<file path="src/ehcd_pkg.sv">
// ----------------------------------------------------------------------------
// ehcd_pkg
// Shared types and codes for the elevator hall call dispatcher.
// ----------------------------------------------------------------------------
`default_nettype none

package ehcd_pkg;

    localparam int NUM_CARS_DEF = 10;
    localparam int CAR_W        = 4;
    localparam int FLOOR_W      = 4;
    localparam int DIR_W        = 2;
    localparam int TIER_W       = 3;

    localparam logic OP_UPDATE   = 1'b0;
    localparam logic OP_DISPATCH = 1'b1;

    localparam logic [DIR_W-1:0] DIR_STOP = 2'd0;
    localparam logic [DIR_W-1:0] DIR_UP   = 2'd1;
    localparam logic [DIR_W-1:0] DIR_DOWN = 2'd2;

    localparam logic [TIER_W-1:0] TIER_NONE = 3'd0;
    localparam logic [TIER_W-1:0] TIER_1    = 3'd1;
    localparam logic [TIER_W-1:0] TIER_2    = 3'd2;
    localparam logic [TIER_W-1:0] TIER_3    = 3'd3;
    localparam logic [TIER_W-1:0] TIER_4    = 3'd4;
    localparam logic [TIER_W-1:0] TIER_5    = 3'd5;

    localparam logic [FLOOR_W-1:0] FLOOR_RESET = 4'd1;

    typedef struct packed {
        logic               opcode;
        logic [CAR_W-1:0]   car_index;
        logic [FLOOR_W-1:0] car_floor_in;
        logic [DIR_W-1:0]   car_direction_in;
        logic [FLOOR_W-1:0] hall_floor;
        logic               up_call;
        logic               down_call;
    } cmd_word_t;

    typedef struct packed {
        logic             up_valid;
        logic [CAR_W-1:0] up_car;
        logic             down_valid;
        logic [CAR_W-1:0] down_car;
    } result_word_t;

    typedef struct packed {
        logic               found;
        logic [TIER_W-1:0]  tier;
        logic [FLOOR_W-1:0] floor;
        logic [CAR_W-1:0]   car;
    } cand_t;

    typedef struct packed {
        logic               valid;
        logic [FLOOR_W-1:0] hall_floor;
        logic               up_call;
        logic               down_call;
        cand_t              up;
        cand_t              dn;
    } token_t;

endpackage

`default_nettype wire

</file>
<file path="src/ehcd_cell.sv">
// ----------------------------------------------------------------------------
// ehcd_cell
// One car slot: holds floor and direction, updates the running best
// candidate of the passing dispatch token and hands it to the next cell.
// ----------------------------------------------------------------------------
`default_nettype none

module ehcd_cell
    import ehcd_pkg::*;
#(
    parameter int unsigned CELL_ID = 0
)
(
    input  wire logic               clk,
    input  wire logic               rst_n,
    input  wire logic               wr_en,
    input  wire logic [CAR_W-1:0]   wr_index,
    input  wire logic [FLOOR_W-1:0] wr_floor,
    input  wire logic [DIR_W-1:0]   wr_dir,
    input  wire token_t             tok_in,
    output token_t                  tok_out
);

    localparam logic [CAR_W-1:0] MY_CAR = CAR_W'(CELL_ID);

    logic [FLOOR_W-1:0] floor_reg;
    logic [DIR_W-1:0]   dir_reg;
    token_t             tok_reg;
    token_t             tok_next;
    logic               wr_hit;

    logic               at_h;
    logic               below_h;
    logic               above_h;
    logic               st;
    logic               up;
    logic               dn;
    logic [TIER_W-1:0]  up_tier;
    logic [TIER_W-1:0]  dn_tier;
    logic               up_hi;
    logic               dn_hi;

    function automatic logic better(input cand_t c, input logic [TIER_W-1:0] t,
                                    input logic [FLOOR_W-1:0] f, input logic hi);
        logic r;
        if (t == TIER_NONE)
            r = 1'b0;
        else if (!c.found || t < c.tier)
            r = 1'b1;
        else if (t == c.tier)
            r = hi ? (f > c.floor) : (f < c.floor);
        else
            r = 1'b0;
        return r;
    endfunction

    assign wr_hit = wr_en && ({{(32-CAR_W){1'b0}}, wr_index} == 32'(CELL_ID));

    always_ff @(posedge clk or negedge rst_n)
    begin
        if (!rst_n)
        begin
            floor_reg <= FLOOR_RESET;
            dir_reg   <= DIR_STOP;
        end
        else if (wr_hit)
        begin
            floor_reg <= wr_floor;
            dir_reg   <= wr_dir;
        end
    end

    always_comb
    begin
        at_h    = floor_reg == tok_in.hall_floor;
        below_h = floor_reg < tok_in.hall_floor;
        above_h = floor_reg > tok_in.hall_floor;
        st      = dir_reg == DIR_STOP;
        up      = dir_reg == DIR_UP;
        dn      = dir_reg == DIR_DOWN;

        priority if (at_h && up)            up_tier = TIER_1;
        else if (below_h && (up || st))     up_tier = TIER_2;
        else if (below_h && dn)             up_tier = TIER_3;
        else if (above_h && (dn || st))     up_tier = TIER_4;
        else if (above_h && up)             up_tier = TIER_5;
        else                                up_tier = TIER_NONE;

        priority if (at_h && dn)            dn_tier = TIER_1;
        else if (above_h && (dn || st))     dn_tier = TIER_2;
        else if (above_h && up)             dn_tier = TIER_3;
        else if (below_h && (up || st))     dn_tier = TIER_4;
        else if (below_h && dn)             dn_tier = TIER_5;
        else                                dn_tier = TIER_NONE;

        up_hi = (up_tier == TIER_2) || (up_tier == TIER_5);
        dn_hi = (dn_tier == TIER_3) || (dn_tier == TIER_4);

        tok_next = tok_in;
        if (better(tok_in.up, up_tier, floor_reg, up_hi))
        begin
            tok_next.up.found = 1'b1;
            tok_next.up.tier  = up_tier;
            tok_next.up.floor = floor_reg;
            tok_next.up.car   = MY_CAR;
        end
        if (better(tok_in.dn, dn_tier, floor_reg, dn_hi))
        begin
            tok_next.dn.found = 1'b1;
            tok_next.dn.tier  = dn_tier;
            tok_next.dn.floor = floor_reg;
            tok_next.dn.car   = MY_CAR;
        end
    end

    always_ff @(posedge clk or negedge rst_n)
    begin
        if (!rst_n)
            tok_reg <= '0;
        else
            tok_reg <= tok_next;
    end

    assign tok_out = tok_reg;

endmodule

`default_nettype wire

</file>
<file path="src/elevator_hall_call_dispatcher_unit.sv">
// ----------------------------------------------------------------------------
// elevator_hall_call_dispatcher_unit
// Hall call dispatcher: a row of car cells, one dispatch token sweeping it.
// ----------------------------------------------------------------------------
// Update word: written in the accepting cycle, busy stays low, no result.
// Dispatch word: done pulses, registered, once the token has passed the last
// car cell; the token visits one car cell per cycle. Next word accepted in
// the done cycle, so a dispatch is not taken while another is in the row.
// Reset: every car at floor 1, stopped; no token in flight.
`default_nettype none

module elevator_hall_call_dispatcher_unit
    import ehcd_pkg::*;
#(
    parameter int NUM_CARS = NUM_CARS_DEF
)
(
    input  wire logic      clk,
    input  wire logic      rst_n,
    input  wire logic      start,
    output logic           busy,
    input  wire cmd_word_t cmd,
    output logic           done,
    output result_word_t   result
);

    token_t              tok [NUM_CARS+1];
    logic [NUM_CARS-1:0] live;
    logic                accept;
    logic                wr_en;
    logic                done_reg;
    result_word_t        result_reg;
    result_word_t        result_next;

    assign accept = start && !busy;
    assign wr_en  = accept && (cmd.opcode == OP_UPDATE);

    always_comb
    begin
        tok[0]            = '0;
        tok[0].valid      = accept && (cmd.opcode == OP_DISPATCH);
        tok[0].hall_floor = cmd.hall_floor;
        tok[0].up_call    = cmd.up_call;
        tok[0].down_call  = cmd.down_call;
    end

    for (genvar i = 0; i < NUM_CARS; i++)
    begin : g_cell
        ehcd_cell #(
            .CELL_ID (i)
        ) u_cell (
            .clk      (clk),
            .rst_n    (rst_n),
            .wr_en    (wr_en),
            .wr_index (cmd.car_index),
            .wr_floor (cmd.car_floor_in),
            .wr_dir   (cmd.car_direction_in),
            .tok_in   (tok[i]),
            .tok_out  (tok[i+1])
        );
        assign live[i] = tok[i+1].valid;
    end

    assign busy = |live;

    always_comb
    begin
        result_next.up_valid   = tok[NUM_CARS].up_call;
        result_next.up_car     = (tok[NUM_CARS].up_call && tok[NUM_CARS].up.found)
                                 ? tok[NUM_CARS].up.car : '0;
        result_next.down_valid = tok[NUM_CARS].down_call;
        result_next.down_car   = (tok[NUM_CARS].down_call && tok[NUM_CARS].dn.found)
                                 ? tok[NUM_CARS].dn.car : '0;
    end

    always_ff @(posedge clk or negedge rst_n)
    begin
        if (!rst_n)
            done_reg <= 1'b0;
        else
            done_reg <= tok[NUM_CARS].valid;
    end

    always_ff @(posedge clk)
    begin
        if (tok[NUM_CARS].valid)
            result_reg <= result_next;
    end

    assign done   = done_reg;
    assign result = result_reg;

`ifndef SYNTHESIS
    a_one_token: assert property (@(posedge clk) disable iff (!rst_n)
        $countones(live) <= 1)
        else $error("more than one dispatch word in the cell row");

    a_done_idle: assert property (@(posedge clk) disable iff (!rst_n)
        done |-> !busy)
        else $error("result word while a dispatch is still in the row");

    a_dispatch_busy: assert property (@(posedge clk) disable iff (!rst_n)
        (start && !busy && cmd.opcode == OP_DISPATCH) |=> busy)
        else $error("accepted dispatch word did not enter the row");

    a_up_none: assert property (@(posedge clk) disable iff (!rst_n)
        (done && !result.up_valid) |-> (result.up_car == '0))
        else $error("up car reported without an up request");

    a_down_none: assert property (@(posedge clk) disable iff (!rst_n)
        (done && !result.down_valid) |-> (result.down_car == '0))
        else $error("down car reported without a down request");
`endif

endmodule

`default_nettype wire
</file>
<file path="config.mk">
export PLATFORM = sky130hd
export DESIGN_NAME = elevator_hall_call_dispatcher_unit
export DESIGN_NICKNAME = d
export VERILOG_FILES = /design/src/ehcd_pkg.sv /design/src/ehcd_cell.sv /design/src/elevator_hall_call_dispatcher_unit.sv
export SDC_FILE = /design/constraint.sdc
export NUM_CORES = 1
export LEC_CHECK = 0
export BUFFER_PORTS_ARGS = -buffer_cell sky130_fd_sc_hd__buf_2
export CAP_MARGIN = 20
export CORE_ASPECT_RATIO = 1.4
export CORE_MARGIN = 2
export CORE_UTILIZATION = 25
export CTS_BUF_LIST = sky130_fd_sc_hd__clkbuf_4 sky130_fd_sc_hd__clkbuf_8
export CTS_CLUSTER_DIAMETER = 200
export DETAILED_ROUTE_END_ITERATION = 16
export HOLD_SLACK_MARGIN = 0.05
export SYNTH_ARGS = -nofsm -noshare
export SYNTH_HDL_FRONTEND = slang
export SYNTH_SLANG_ARGS = --single-unit
</file>
<file path="constraint.sdc">
create_clock -name clk -period 7.25 [get_ports clk]
set_clock_uncertainty 0.1 [all_clocks]
set_input_delay 1.0875 -clock clk [delete_from_list [all_inputs] [get_ports clk]]
set_output_delay 1.0875 -clock clk [all_outputs]
set_load 0.05 [all_outputs]
</file>
==> impl_metrics.py <==
metrics = {
    "logic_synthesis": {
        "async_flop_share_pct": 97.0,
        "synth_cell_types": 91,
        "netlist_instances": 1524,
        "synth-compound-area-share_pct": 11.3,
        "postSynthAreaPerCell_um2": 11.2,
        "ys_ff_latch": 333,
        "synth_top_family_by_area": "simple AND/OR/NAND/NOR gates",
        "yosysWarnings": 0,
        "seq_area_frac_synth_pct": 49.0,
        "ys.flop_type": "dfrtp_1",
        "syn_area_um2": 17100,
        "synth_edf_count": 10,
        "synthXorXnorAreaFrac_pct": 0.102,
        "synthSimpleGateAreaFrac_pct": 12.6,
        "synth.area.mux_share_pct": 10.8,
        "synthAdderAreaFrac_pct": 11.7,
        "syn_nets": 1702,
    },
    "grt": {
        "antenna_found_initial": 0,
        "grt_pass1_vias": 12334,
        "grt_pass1_wl_um": 64000,
        "grt_overflow_total": 0,
        "grtUsageTotal_pct": 11.5,
        "grt_max_degree": 146,
    },
    "floorplanning": {
        "ios": 32,
        "dieArea_um2": 70600,
        "core_um2": 67900,
        "rows": 113,
        "die_w_um": 225,
        "die_h_um": 314,
        "start_util_pct": 25.2,
    },
    "clock_network": {
        "root_buffer": "clkbuf_8",
        "cts_sinks": 333,
        "clk_latency_ps": 680,
        "path_clk_slew_ps": 70,
        "cts_max_level": 2,
        "cts_resized": 0,
        "postCtsHoldBufs": 0,
        "cts_tree": "done",
        "postCtsSetupBuffers": 0,
        "cts_buffer_depth": 3,
        "cts_buffers": 57,
    },
    "routing": {
        "wl_per_cell_um": 15.8,
        "drc": 0,
        "final_antenna_net_count": 0,
        "wl_um": 39400,
        "drt-vias-per-instance": 4.55,
        "first_pass_iters": 5,
        "via_count": 11371,
        "drt_iter0_markers": 539,
    },
    "placement": {
        "gp_congestion": 0.879,
        "dp_hpwl_um": 29800,
        "port_buffers": 31,
        "place_inst": 2391,
    },
    "pwr": {
        "combPwrFrac_pct": 44.8,
        "power_frac_clock_pct": 22.8,
        "internal_power_mw": 5.19,
        "sw_frac_of_total_pct": 38.1,
        "p_per_area_nw_per_um2": 427,
        "power.switching_mw": 3.19,
        "ir_drop_mv": 0.203,
        "power_frac_seq_pct": 32.4,
        "p_leak_nw": 9.13,
    },
    "timing": {
        "fmax_ghz": 0.266,
        "grt_setup_unrepaired": "no",
        "timing.slew.headroom_pct": 36.0,
        "period_needed_ps": 3750,
        "finalHoldViolations": 0,
        "slew_viol_final": 0,
        "setup_tns_ps": 0,
        "fin_crit_sh_pct": 51.8,
        "finalSetupViolations": 0,
        "worst_slew_pin_slew_ps": 952,
    },
    "critical_path": {
        "r2r-start": "g_cell[3].u_cell.floor_reg[0]",
        "cp_max_fo": 9,
        "path_class": "reg2reg",
        "slowest_delay_ps": 570,
        "critPathLaunch": "g_cell[3].u_cell.floor_reg[0]",
        "cp.arrival_ps": 4210,
        "regToRegSetupSlack_ps": 3500,
        "cp-end-kind": "register",
        "critPathLaunchType": "register",
        "r2r-end": "g_cell[3].u_cell.tok_out[7]",
        "worstPathRequired_ps": 7710,
        "slowest_stage": "dfstp_2",
        "crit_chain": "inv_1 > ha_1 > nand4_1 > nand3_1 > inv_1 > ha_1 > and3_1 > nand2_1 > a2111oi_0 > a311oi_2 > nor2_4 > mux2_2",
        "r2r_cells": 12,
    },
    "layout": {
        "fin_nets": 1766,
        "n_fill_cell": 7024,
        "fin_util_pct": 28.9,
        "layoutNonFillerInstCount": 2497,
        "syn2layout_area_growth_pct": 14.6,
        "num_antenna_cells": 0,
        "largest_reg_flops": 262,
        "drive_gt1_share_pct": 21.1,
    },
    "min_path": {
        "whs_endpoint": "g_cell[3].u_cell.tok_out[24]",
        "worstHoldStart": "g_cell[2].u_cell.tok_out[24]",
        "hold_depth": 0,
        "hold_class": "reg2reg",
    },
    "outcome": {
        "status": "finished clean",
    },
    "flow_run": {
        "maxCapViolCount": 0,
    },
}
-- layout by cell type, fill, tap and decap left out, types with 11 or more instances in the layout --
master / Yosys / layout
a21o_1: 11 / 11
a21oi_1: 75 / 75
and2_1: 26 / 26
and3_1: 21 / 21
buf_2: 4 / 30
clkbuf_4: 0 / 20
clkbuf_8: 0 / 73
dfrtp_1: 313 / 313
ha_1: 158 / 158
inv_1: 174 / 174
mux2_2: 128 / 128
mux2i_1: 26 / 26
nand2_1: 79 / 79
nand2b_1: 34 / 34
nand3_1: 18 / 18
nand4_1: 25 / 25
nor2_1: 58 / 58
nor2b_1: 55 / 55
o211ai_1: 11 / 11
o21a_1: 17 / 17
o21ai_0: 65 / 65
o31ai_1: 16 / 16
or2_2: 19 / 19
-- area by class of cell --
class / count / area (um^2) / area share, %
multi-input combinational: 988 / 7960 / 40.6
sequential: 333 / 8400 / 42.8
clock buffer: 93 / 1150 / 5.89
clock inverter: 13 / 173 / 0.880
timing repair buffer: 34 / 200 / 1.02
inverter: 174 / 653 / 3.33
tap: 862 / 1080 / 5.50
-- cell usage after synthesis (all sizes together), types with 26 or more instances --
master	count	area (um^2)
mux2	139	1590
mux2i	26	260
nand2	81	314
ha	158	1980
inv	174	653
o21ai	66	330
nor2b	56	358
dfrtp	313	7830
a21oi	78	402
nand2b	35	221
nor2	65	280
and2	26	163
-- power by group through the flow --
stage	Clock [mW]	Sequential (mW)	Combinational (mW)
detailed placement	0	2.75	3.78
global placement	0	2.73	3.66
CTS	1.97	2.72	3.80
global route	2.06	2.77	4.18
finish	1.91	2.71	3.75
floorplan	0	2.57	2.93
-- per-stage QoR --
stage	hold slack [ps]	power, mW	cell area, um^2	setup slack, ps
floorplan	231	5.50	17100	4020
global placement	232	6.39	18300	3590
detailed placement	235	6.53	18300	3520
CTS	230	8.48	19600	3510
global route	244	9.00	19600	3260
finish	234	8.37	19600	3500
-- worst max-delay path: cells and delay by family (launching register included) --
| kind | cells | cell delay, ps |
|---|---|---|
| AOI/OAI and AO/OA | 2 | 670 |
| DFF | 1 | 570 |
| and+or+nand+nor | 5 | 1190 |
| muxes | 1 | 370 |
| buffers and inverters | 2 | 160 |
| adders and majority gates | 2 | 580 |
-- cells by family (layout without fill, tap and decap cells) --
logic type      Yosys count  in the layout
compound gates          278            278
flops                   333            333
fa+ha+maj               160            160
mux                     165            165
xor+xnor                  2              2
simple gates            383            383
buf+inv                 203            314
-- layer usage --
layer	vias to the layer above	global-route usage, %	part of all wire, %
li1	5455	-	-
met1	5584	10.6	35
met2	219	23.7	58
met3	113	2.01	3.1
met4	0	5.09	4.2
met5	-	0	0
-- worst max-delay path by stage --
| stage | end | cells after the start |
|---|---|---|
| after CTS | g_cell[3].u_cell.tok_out[7] | 12 |
| after floorplan | g_cell[6].u_cell.tok_out[10] | 12 |
| final | g_cell[3].u_cell.tok_out[7] | 12 |
| after global placement | g_cell[9].u_cell.floor_reg[1] | 5 |
| after global routing | g_cell[4].u_cell.tok_out[5] | 15 |
| after detailed placement | g_cell[3].u_cell.tok_out[7] | 12 |
(Power assumes the default switching activity.)
